==> config.mk <==
export PLATFORM = sky130hd
export DESIGN_NAME = length_prefixed_frame_receiver_flat
export DESIGN_NICKNAME = d
export VERILOG_FILES = /design/src/design/frm_pkg.sv /design/src/design/frm_chan_if.sv /design/src/design/frm_in_stage.sv /design/src/design/frm_core.sv /design/src/design/length_prefixed_frame_receiver.sv /design/src/flat_wrapper.sv
export VERILOG_INCLUDE_DIRS = /design/src /design/src/design
export SDC_FILE = /design/constraint.sdc
export NUM_CORES = 1
export LEC_CHECK = 0
export ABC_AREA = 1
export BUFFER_PORTS_ARGS = -buffer_cell sky130_fd_sc_hd__buf_2
export CORE_ASPECT_RATIO = 1.1
export CORE_MARGIN = 4
export CORE_UTILIZATION = 60
export CTS_CLUSTER_DIAMETER = 80
export DETAILED_ROUTE_END_ITERATION = 16
export PLACE_DENSITY = 0.87
export SLEW_MARGIN = 20
export SYNTH_ARGS = -nofsm -noshare
export SYNTH_HDL_FRONTEND = slang
export SYNTH_SLANG_ARGS = --single-unit
==> constraint.sdc <==
create_clock -name clk -period 3.85 [get_ports clk]
set_input_delay 0.1925 -clock clk [delete_from_list [all_inputs] [get_ports clk]]
set_output_delay 0.1925 -clock clk [all_outputs]
set_load 0.02 [all_outputs]
==> src/design/assert_macros.svh <==
// Assertion macros shared by the frame receiver modules.
`ifndef ASSERT_MACROS_SVH
`define ASSERT_MACROS_SVH

// Property holds at every clock edge out of reset.
`define FRM_ASSERT_ALWAYS(label, clk, rst_n, prop, msg) \
  label: assert property (@(posedge clk) disable iff (!rst_n) (prop)) \
    else $error(msg);

// Consequent holds in the cycle after the antecedent.
`define FRM_ASSERT_NEXT(label, clk, rst_n, ante, cons, msg) \
  label: assert property (@(posedge clk) disable iff (!rst_n) (ante) |=> (cons)) \
    else $error(msg);

`endif

==> src/design/frm_pkg.sv <==
// Package for the frame receiver: constants, codes, types and helpers.
package frm_pkg;

  localparam int BUFFER_DEPTH   = 64;
  localparam int ADDR_W         = $clog2(BUFFER_DEPTH);
  localparam int CNT_W          = ($clog2(BUFFER_DEPTH + 2) > 6) ?
                                  $clog2(BUFFER_DEPTH + 2) : 6;
  localparam int FRAME_OVERHEAD = 3 + 1 + 1;  // header, two length bytes, two trailer bytes
  localparam logic [15:0] LEN_LIMIT = 16'(BUFFER_DEPTH - FRAME_OVERHEAD);

  // configuration port
  localparam int CFG_IDX_W  = 1;
  localparam int CFG_DATA_W = 8;
  localparam logic [CFG_IDX_W-1:0] REG_HEADER      = 1'd0;
  localparam logic [CFG_IDX_W-1:0] REG_MAX_PAYLOAD = 1'd1;
  localparam logic [7:0] HEADER_RESET      = 8'h59;
  localparam logic [5:0] MAX_PAYLOAD_RESET = 6'd50;

  // word actions
  localparam logic [1:0] ACT_BYTE  = 2'd0;
  localparam logic [1:0] ACT_REARM = 2'd1;
  localparam logic [1:0] ACT_READ  = 2'd2;

  // phase codes as seen on the result channel
  localparam logic [2:0] PHASE_CODE_STOP   = 3'd0;
  localparam logic [2:0] PHASE_CODE_HUNT   = 3'd1;
  localparam logic [2:0] PHASE_CODE_LEN_LO = 3'd2;
  localparam logic [2:0] PHASE_CODE_LEN_HI = 3'd3;
  localparam logic [2:0] PHASE_CODE_BODY   = 3'd4;

  typedef enum logic [4:0] {
    PH_STOP   = 5'b00001,
    PH_HUNT   = 5'b00010,
    PH_LEN_LO = 5'b00100,
    PH_LEN_HI = 5'b01000,
    PH_BODY   = 5'b10000
  } frm_phase_t;

  typedef struct packed {
    logic [1:0] action;
    logic [7:0] data_byte;
    logic [5:0] read_index;
  } frm_in_t;

  typedef struct packed {
    logic        frame_done;
    logic        busy_res;
    logic [2:0]  phase;
    logic [5:0]  byte_count;
    logic [15:0] frame_length;
    logic [7:0]  read_data;
  } frm_out_t;

  // handshake between the input register and the core
  typedef struct packed {
    logic    valid;
    frm_in_t item;
  } frm_stage_t;

  function automatic logic [2:0] phase_code(frm_phase_t ph);
    logic [2:0] code;
    unique case (ph)
      PH_STOP:   code = PHASE_CODE_STOP;
      PH_HUNT:   code = PHASE_CODE_HUNT;
      PH_LEN_LO: code = PHASE_CODE_LEN_LO;
      PH_LEN_HI: code = PHASE_CODE_LEN_HI;
      PH_BODY:   code = PHASE_CODE_BODY;
      default:   code = PHASE_CODE_STOP;
    endcase
    return code;
  endfunction

endpackage

==> src/design/frm_chan_if.sv <==
// Valid/ready channel interfaces for the receiver's words and results.
interface frm_in_if;
  import frm_pkg::*;

  logic       valid;
  logic       ready;
  logic [1:0] action;
  logic [7:0] data_byte;
  logic [5:0] read_index;

  modport source (output valid, output action, output data_byte, output read_index,
                  input ready);
  modport sink   (input valid, input action, input data_byte, input read_index,
                  output ready);
endinterface

interface frm_out_if;
  import frm_pkg::*;

  logic        valid;
  logic        ready;
  logic        frame_done;
  logic        busy_res;
  logic [2:0]  phase;
  logic [5:0]  byte_count;
  logic [15:0] frame_length;
  logic [7:0]  read_data;

  modport source (output valid, output frame_done, output busy_res, output phase,
                  output byte_count, output frame_length, output read_data,
                  input ready);
  modport sink   (input valid, input frame_done, input busy_res, input phase,
                  input byte_count, input frame_length, input read_data,
                  output ready);
endinterface

==> src/design/frm_in_stage.sv <==
// Input register: holds one accepted word until the core takes it.
`include "assert_macros.svh"

module frm_in_stage (
  input  logic               clk,
  input  logic               rst_n,
  input  logic               in_valid,
  output logic               in_ready,
  input  frm_pkg::frm_in_t   in_item,
  output frm_pkg::frm_stage_t stage,
  input  logic               take
);
  import frm_pkg::*;

  logic    valid_r;
  frm_in_t item_r;

  // a word may enter while the held one leaves in the same cycle
  assign in_ready = !valid_r || take;

  always_ff @(posedge clk) begin
    if (!rst_n) begin
      valid_r <= 1'b0;
    end else if (in_valid && in_ready) begin
      valid_r <= 1'b1;
    end else if (take) begin
      valid_r <= 1'b0;
    end
  end

  always_ff @(posedge clk) begin
    if (in_valid && in_ready) begin
      item_r <= in_item;
    end
  end

  assign stage.valid = valid_r;
  assign stage.item  = item_r;

  `FRM_ASSERT_NEXT(a_accept_fills, clk, rst_n, in_valid && in_ready, valid_r,
                   "accepted word not held in input register")
  `FRM_ASSERT_NEXT(a_held_word_kept, clk, rst_n, valid_r && !take,
                   valid_r && $stable(item_r), "held word lost or changed")
  `FRM_ASSERT_ALWAYS(a_take_needs_word, clk, rst_n, !take || valid_r,
                     "core took a word from an empty input register")

endmodule

==> src/design/frm_core.sv <==
// Receiver core: frame state update, frame buffer and result register.
`include "assert_macros.svh"

module frm_core (
  input  logic                            clk,
  input  logic                            rst_n,
  input  frm_pkg::frm_stage_t             stage,
  output logic                            take,
  output logic                            out_valid,
  input  logic                            out_ready,
  output frm_pkg::frm_out_t               out_item,
  input  logic                            cfg_we,
  input  logic [frm_pkg::CFG_IDX_W-1:0]   cfg_index,
  input  logic [frm_pkg::CFG_DATA_W-1:0]  cfg_wdata
);
  import frm_pkg::*;

  // configuration
  logic [7:0] header_r;
  logic [5:0] max_payload_r;

  // frame state
  frm_phase_t       phase_r, phase_nxt;
  logic [CNT_W-1:0] count_r, count_nxt;
  logic [15:0]      length_r, length_nxt;
  logic             done_r, done_nxt;
  logic             busy_r, busy_nxt;

  // buffer
  logic [7:0]        frame_mem [BUFFER_DEPTH];
  logic              wr_en;
  logic [ADDR_W-1:0] wr_addr;
  logic              rd_hit;
  logic [7:0]        rd_data_r;

  // result register
  logic       out_valid_r;
  logic       done_out_r;
  logic       busy_out_r;
  logic [2:0] phase_out_r;
  logic [5:0] count_out_r;
  logic [15:0] length_out_r;

  logic             advance;
  logic [15:0]      len_cat;
  logic             oversize;
  logic [CNT_W-1:0] count_inc;
  logic [16:0]      frame_total;
  logic [16:0]      count_ext;

  assign advance = stage.valid && (!out_valid_r || out_ready);
  assign take    = advance;

  always_ff @(posedge clk) begin
    if (!rst_n) begin
      header_r      <= HEADER_RESET;
      max_payload_r <= MAX_PAYLOAD_RESET;
    end else if (cfg_we) begin
      unique case (cfg_index)
        REG_HEADER:      header_r      <= cfg_wdata;
        REG_MAX_PAYLOAD: max_payload_r <= cfg_wdata[5:0];
        default: ;
      endcase
    end
  end

  assign len_cat     = {stage.item.data_byte, length_r[7:0]};
  assign oversize    = (len_cat > {10'd0, max_payload_r}) || (len_cat > LEN_LIMIT);
  assign count_inc   = count_r + CNT_W'(1);
  assign frame_total = {1'b0, length_r} + 17'(FRAME_OVERHEAD);
  assign count_ext   = 17'(count_inc);

  always_comb begin
    phase_nxt  = phase_r;
    count_nxt  = count_r;
    length_nxt = length_r;
    done_nxt   = done_r;
    busy_nxt   = busy_r;
    wr_en      = 1'b0;
    wr_addr    = count_r[ADDR_W-1:0];
    rd_hit     = 1'b0;
    case (stage.item.action)
      ACT_BYTE: begin
        if (phase_r != PH_STOP && phase_r != PH_HUNT) begin
          busy_nxt = 1'b1;
        end
        unique case (phase_r)
          PH_HUNT: begin
            if (stage.item.data_byte == header_r) begin
              wr_en     = 1'b1;
              wr_addr   = '0;
              count_nxt = CNT_W'(1);
              phase_nxt = PH_LEN_LO;
              done_nxt  = 1'b0;
            end
          end
          PH_LEN_LO: begin
            wr_en      = count_r < CNT_W'(BUFFER_DEPTH);
            count_nxt  = count_inc;
            length_nxt = {8'd0, stage.item.data_byte};
            phase_nxt  = PH_LEN_HI;
          end
          PH_LEN_HI: begin
            wr_en      = count_r < CNT_W'(BUFFER_DEPTH);
            count_nxt  = count_inc;
            length_nxt = len_cat;
            phase_nxt  = oversize ? PH_HUNT : PH_BODY;
          end
          PH_BODY: begin
            wr_en     = count_r < CNT_W'(BUFFER_DEPTH);
            count_nxt = count_inc;
            if (count_ext == frame_total) begin
              done_nxt  = 1'b1;
              busy_nxt  = 1'b0;
              phase_nxt = PH_STOP;
            end else if (count_ext > frame_total) begin
              phase_nxt = PH_HUNT;
            end
          end
          PH_STOP: ;
          default: ;
        endcase
      end
      ACT_REARM: begin
        phase_nxt = PH_HUNT;
        count_nxt = '0;
        busy_nxt  = 1'b0;
      end
      ACT_READ: begin
        rd_hit = CNT_W'(stage.item.read_index) < CNT_W'(BUFFER_DEPTH);
      end
      default: ;
    endcase
  end

  always_ff @(posedge clk) begin
    if (!rst_n) begin
      phase_r  <= PH_HUNT;
      count_r  <= '0;
      length_r <= '0;
      done_r   <= 1'b0;
      busy_r   <= 1'b0;
    end else if (advance) begin
      phase_r  <= phase_nxt;
      count_r  <= count_nxt;
      length_r <= length_nxt;
      done_r   <= done_nxt;
      busy_r   <= busy_nxt;
    end
  end

  always_ff @(posedge clk) begin
    if (advance && wr_en) begin
      frame_mem[wr_addr] <= stage.item.data_byte;
    end
  end

  // read sees every write of earlier words; a read word never writes
  always_ff @(posedge clk) begin
    if (advance) begin
      rd_data_r <= rd_hit ? frame_mem[ADDR_W'(stage.item.read_index)] : 8'd0;
    end
  end

  always_ff @(posedge clk) begin
    if (!rst_n) begin
      out_valid_r <= 1'b0;
    end else if (advance) begin
      out_valid_r <= 1'b1;
    end else if (out_ready) begin
      out_valid_r <= 1'b0;
    end
  end

  always_ff @(posedge clk) begin
    if (advance) begin
      done_out_r   <= done_nxt;
      busy_out_r   <= busy_nxt;
      phase_out_r  <= phase_code(phase_nxt);
      count_out_r  <= count_nxt[5:0];
      length_out_r <= length_nxt;
    end
  end

  assign out_valid             = out_valid_r;
  assign out_item.frame_done   = done_out_r;
  assign out_item.busy_res     = busy_out_r;
  assign out_item.phase        = phase_out_r;
  assign out_item.byte_count   = count_out_r;
  assign out_item.frame_length = length_out_r;
  assign out_item.read_data    = rd_data_r;

  `FRM_ASSERT_ALWAYS(a_phase_onehot, clk, rst_n, $onehot(phase_r),
                     "phase register not one-hot")
  `FRM_ASSERT_ALWAYS(a_done_not_busy, clk, rst_n, !(done_r && busy_r),
                     "done and busy set together")
  `FRM_ASSERT_ALWAYS(a_count_in_buffer, clk, rst_n, count_r <= CNT_W'(BUFFER_DEPTH),
                     "byte count beyond buffer")
  `FRM_ASSERT_NEXT(a_advance_fills_out, clk, rst_n, advance, out_valid_r,
                   "processed word produced no result")

endmodule

==> src/design/length_prefixed_frame_receiver.sv <==
// Length-prefixed frame receiver: top level joining input register and core.
//
// Usage: words arrive on in_ch (valid/ready). action 0 feeds one received
// serial byte, 1 rearms the receiver, 2 reads one byte of the frame buffer.
// Every accepted word gives exactly one result word on out_ch (valid/ready)
// carrying done, busy, phase, byte count, frame length and read data, all
// taken after the word has been applied.
// An accepted word is held in the input register, then processed into the
// result register, from which its result can be taken. Throughput is one
// word per cycle while out_ch takes results; the single-pass state update
// and the one-write/one-read buffer memory set that figure.
// Configuration (header byte, max payload) is written through cfg_we,
// cfg_index and cfg_wdata while no word is in flight.
// Reset (rst_n low, synchronous) puts the receiver into header hunt with
// count, length, done and busy cleared; buffer contents are undefined until
// a frame writes them. When out_ch stalls, the result is held, one more word
// waits in the input register, and in_ch.ready then drops.
module length_prefixed_frame_receiver (
  input  logic                            clk,
  input  logic                            rst_n,
  frm_in_if.sink                          in_ch,
  frm_out_if.source                       out_ch,
  input  logic                            cfg_we,
  input  logic [frm_pkg::CFG_IDX_W-1:0]   cfg_index,
  input  logic [frm_pkg::CFG_DATA_W-1:0]  cfg_wdata
);
  import frm_pkg::*;

  frm_in_t    in_item;
  frm_stage_t stage;
  frm_out_t   out_item;
  logic       take;
  logic       in_ready;
  logic       out_valid;

  assign in_item.action     = in_ch.action;
  assign in_item.data_byte  = in_ch.data_byte;
  assign in_item.read_index = in_ch.read_index;
  assign in_ch.ready        = in_ready;

  frm_in_stage u_in_stage (
    .clk      (clk),
    .rst_n    (rst_n),
    .in_valid (in_ch.valid),
    .in_ready (in_ready),
    .in_item  (in_item),
    .stage    (stage),
    .take     (take)
  );

  frm_core u_core (
    .clk       (clk),
    .rst_n     (rst_n),
    .stage     (stage),
    .take      (take),
    .out_valid (out_valid),
    .out_ready (out_ch.ready),
    .out_item  (out_item),
    .cfg_we    (cfg_we),
    .cfg_index (cfg_index),
    .cfg_wdata (cfg_wdata)
  );

  assign out_ch.valid        = out_valid;
  assign out_ch.frame_done   = out_item.frame_done;
  assign out_ch.busy_res     = out_item.busy_res;
  assign out_ch.phase        = out_item.phase;
  assign out_ch.byte_count   = out_item.byte_count;
  assign out_ch.frame_length = out_item.frame_length;
  assign out_ch.read_data    = out_item.read_data;

endmodule

==> src/flat_wrapper.sv <==
// flat-port wrapper written by rule: the top's interface ports become plain ports
module length_prefixed_frame_receiver_flat import frm_pkg::*;
  (clk, rst_n, cfg_we, cfg_index, cfg_wdata, in_ch_valid, in_ch_action, in_ch_data_byte, in_ch_read_index, in_ch_ready, out_ch_valid, out_ch_frame_done, out_ch_busy_res, out_ch_phase, out_ch_byte_count, out_ch_frame_length, out_ch_read_data, out_ch_ready);
  frm_in_if in_ch_i ();
  frm_out_if out_ch_i ();
  input  logic clk;
  input  logic rst_n;
  input  logic cfg_we;
  input  logic [frm_pkg::CFG_IDX_W-1:0] cfg_index;
  input  logic [frm_pkg::CFG_DATA_W-1:0] cfg_wdata;
  input wire logic [$bits(in_ch_i.valid)-1:0] in_ch_valid;
  input wire logic [$bits(in_ch_i.action)-1:0] in_ch_action;
  input wire logic [$bits(in_ch_i.data_byte)-1:0] in_ch_data_byte;
  input wire logic [$bits(in_ch_i.read_index)-1:0] in_ch_read_index;
  output wire logic [$bits(in_ch_i.ready)-1:0] in_ch_ready;
  output wire logic [$bits(out_ch_i.valid)-1:0] out_ch_valid;
  output wire logic [$bits(out_ch_i.frame_done)-1:0] out_ch_frame_done;
  output wire logic [$bits(out_ch_i.busy_res)-1:0] out_ch_busy_res;
  output wire logic [$bits(out_ch_i.phase)-1:0] out_ch_phase;
  output wire logic [$bits(out_ch_i.byte_count)-1:0] out_ch_byte_count;
  output wire logic [$bits(out_ch_i.frame_length)-1:0] out_ch_frame_length;
  output wire logic [$bits(out_ch_i.read_data)-1:0] out_ch_read_data;
  input wire logic [$bits(out_ch_i.ready)-1:0] out_ch_ready;
  assign in_ch_i.valid = in_ch_valid;
  assign in_ch_i.action = in_ch_action;
  assign in_ch_i.data_byte = in_ch_data_byte;
  assign in_ch_i.read_index = in_ch_read_index;
  assign in_ch_ready = in_ch_i.ready;
  assign out_ch_valid = out_ch_i.valid;
  assign out_ch_frame_done = out_ch_i.frame_done;
  assign out_ch_busy_res = out_ch_i.busy_res;
  assign out_ch_phase = out_ch_i.phase;
  assign out_ch_byte_count = out_ch_i.byte_count;
  assign out_ch_frame_length = out_ch_i.frame_length;
  assign out_ch_read_data = out_ch_i.read_data;
  assign out_ch_i.ready = out_ch_ready;
  length_prefixed_frame_receiver u_core (.clk(clk), .rst_n(rst_n), .in_ch(in_ch_i), .out_ch(out_ch_i), .cfg_we(cfg_we), .cfg_index(cfg_index), .cfg_wdata(cfg_wdata));
endmodule
==> impl_metrics.ini <==
[outcome]
outcome = complete, no violations

[sta]
hold_violations = 0
hold_slack_ns = 0.296
worstMarginPinSlew_ns = 1.10
fin_tns_setup_ns = 0
post-route-period-util = 0.827
fmax_ghz = 0.314
finClkSkew_ns = 0.0300
setup_viol = 0
drv_slew = 0
rsz0062_at_grt = no
fin_crit_ns = 3.18
max_slew_margin = 0.265

[clocking]
clock_sinks = 609
post_cts_buffers = 0
root_buffer = clkbuf_16
cts-resized-gates = 0
cts_tree = done
clockBufferDepth = 3
htree_levels = 2
numCtsBuffers = 56
clkTransAtPathRegs_ns = 0.07
clkLatencyLatePin_ns = 0.62
hold_buffers = 35

[synthesis]
synthDistinctLibCells = 34
yosysTopAreaCell = edfxtp_1
yosys_warnings = 0
syn_avg_cell_area_um2 = 12.0
synth_top_area_share = 0.676
synth.yosys.seq_area_share = 0.713
synth_area_leaders = edfxtp_1 68%, o21ai_0 6.1%, nor2_1 6.0%, dfxtp_1 3.7%, o221ai_1 3.6%
asyncSetResetFlopFracSynth = 0
ys_ff_latch = 609
syn_area_um2 = 25000
synth_nets = 2126
netlist_instances = 2081
synth_top_flop_cell = edfxtp_1
synth-edff-count = 563

[worst_setup_path]
critical_path.max_stage_delay_ns = 0.54
required_ns = 4.21
cpMostUsedCell = nand2_1
path_max_fanout = 9
crit_chain = inv_1 -> nor3_1 -> nand3_1 -> xor2_1 -> ha_1 -> nand2_1 -> inv_1 -> nand3_1 -> inv_1 -> nand3_1 -> nor2_1 -> nor2_1 -> nand2_1 -> nand3_1 -> nand2_1 -> nand2_1 -> nand2_1 -> nor2_1
criticalPathCategory = reg2reg
start_kind = flip-flop
cp_slowest_cell = dfxtp_1
reg2reg_from = u_core.u_core.count_r[0]$_SDFFE_PN0P_
rr_worst_depth = 18
worstSetupEndpointType = flip-flop
cp.arrival_ns = 3.54
reg2reg_setup_slack_ns = 0.67
r2r_end = u_core.u_core.phase_out_r[0]$_DFFE_PP_

[power_and_ir_drop]
power.total_mw = 13.7
max-vdd-ir-drop_mv = 0.435
cellLeakagePower_nw = 9.76
powerDensity_nw_per_um2 = 481

[global_routing]
antenna_found_initial = 0
overflow = 0
grt_pass1_vias = 17965
grtUsageTotal = 0.293
grt_start_max_net_pins = 129
grt_pass1_wl_mm = 102

[worst_hold_path]
whs_endpoint = u_core.u_in_stage.stage[2]$_DFFE_PP_
hold_start = in_ch_read_index[2]
hp-class = in2reg
hold_depth = 2

[drt]
viasPerCell = 6.50
drt_iter0_markers = 2776
vias = 18344
ant_nets = 0
routed_wl_mm = 67.2
drt_pre_antenna_iters = 6
wire_per_inst_um = 23.8
drc = 0

[die]
start_util = 0.607
fp-row-count = 78
die_w_um = 203
core_um2 = 41200
io-pin-count = 67
die-area_um2 = 45000
die-height_um = 222

[cells_and_area]
stdcell_count = 2823
drive_gt1_frac = 0.115
nets = 2266
fin_area_um2 = 28500
fill_cells = 2707
area_delta_synth_final_pct = 14.0

[place]
place_area_um2 = 26400
place.gp.congestion = 0.950
dp_hpwl_mm = 40.0
dp_cells = 2688
io_buffer_count = 66

[run]
cap_viol_max_count = 0
worst max-delay path by stage:
stage | from | end | slack (ns) | depth (start not counted)
final | u_core.u_core.count_r[0]$_SDFFE_PN0P_ | u_core.u_core.phase_out_r[0]$_DFFE_PP_ | 0.67 | 18
after global routing | u_core.u_core.count_r[0]$_SDFFE_PN0P_ | u_core.u_core.phase_out_r[0]$_DFFE_PP_ | 0.38 | 18
after CTS | u_core.u_core.count_r[0]$_SDFFE_PN0P_ | u_core.u_core.phase_out_r[0]$_DFFE_PP_ | 0.75 | 18
after detailed placement | u_core.u_core.count_r[0]$_SDFFE_PN0P_ | u_core.u_core.phase_out_r[0]$_DFFE_PP_ | 0.80 | 18
after global placement | u_core.u_core.count_r[0]$_SDFFE_PN0P_ | u_core.u_core.phase_out_r[0]$_DFFE_PP_ | 0.83 | 18
after floorplan | u_core.u_in_stage.stage[7]$_DFFE_PP_ | u_core.u_core.frame_mem[34][0]$_DFFE_PP_ | 0.63 | 11
kinds of logic after synthesis:
kind of cell | share of synthesized area
compound gates | 0.126
xor+xnor | 0.00631
fa+ha+maj | 0.00751
buf+inv | 0.0344
flops | 0.713
simple gates | 0.113
cells in the final DEF (no fill, tap or decap), drive strengths merged, types with 3 or more instances in the layout:
cell           n
nand4         14
a31oi          3
buf          167
o21ai        309
clkinv        22
nor3           4
nand3        118
clkbuf        69
o22ai         45
bufinv         5
nor2         404
nand2        141
o221ai       102
edfxtp       563
inv          109
a21oi         49
xor2          10
xnor2          8
dfxtp         46
o311ai         5
dlygate4sd3   35
o211ai        13
ha            15
cell type report:
class                           instances  area (um^2)  area share
Sequential cell                       609        17800       0.626
Multi-Input combinational cell       1245         6310       0.222
Timing Repair Buffer                  202         1490      0.0523
Clock buffer                           69         1470      0.0516
Tap cell                              560          701      0.0246
Inverter                              107          407      0.0143
Clock inverter                         30          283     0.00992
Antenna cell                            1         2.50   0.0000878
worst max-delay path: cells and delay by family (launching register included):
family / cells / cell delay (ns)
XOR/XNOR: 1 / 0.19
adder cells (fa/ha/maj): 1 / 0.29
buffers and inverters: 3 / 0.30
flip-flops: 1 / 0.54
AND/OR/NAND/NOR: 13 / 1.60
metal layers:
layer	vias up	wire length, um	track usage
met2	1426	32100	0.478
met1	8736	23800	0.385
met4	0	3710	0.146
met5	-	0	0
li1	7910	-	-
met3	272	7590	0.0490
synth_stat cells (2+ instances only):
master / number
nor3_1: 4
inv_1: 102
o211ai_1: 13
xnor2_1: 8
o21ai_1: 2
edfxtp_1: 563
inv_2: 3
nor2_2: 3
a31oi_1: 3
nand3_2: 3
o221ai_1: 102
nand4_2: 2
nand2_1: 140
o21ai_0: 307
xor2_1: 10
clkbuf_1: 104
dfxtp_1: 46
a21oi_1: 48
ha_1: 15
nor2_1: 401
nand4_1: 11
clkinv_1: 2
nand3b_1: 2
buf_2: 7
buf_1: 9
o22ai_1: 45
nand3_1: 115
o311ai_0: 5
report_power, final:
group	switching, mW	internal, mW
combinational	0.688	0.263
sequential	0.0493	7.29
clock	2.39	3.04
total	3.12	10.6
flip-flops by register name, indices dropped and copies added, names as in the netlist, 5 cells and up:
register	count
u_core.u_core.frame_mem	512
u_core.u_core.length_out_r	16
u_core.u_core.length_r	16
u_core.u_in_stage.stage	16
u_core.u_core.header_r	8
u_core.u_core.rd_data_r	8
u_core.u_core.count_r	7
u_core.u_core.count_out_r	6
u_core.u_core.max_payload_r	6
u_core.u_core.phase_r	5
stage by stage:
| step | worst slack (ns) | utilization |
|---|---|---|
| floorplan | 0.631 | - |
| global placement | 0.826 | 0.641 |
| detailed placement | 0.798 | 0.641 |
| CTS | 0.751 | 0.692 |
| global route | 0.376 | 0.692 |
| finish | 0.668 | 0.692 |
No activity file was read; power rests on OpenSTA's default activity.
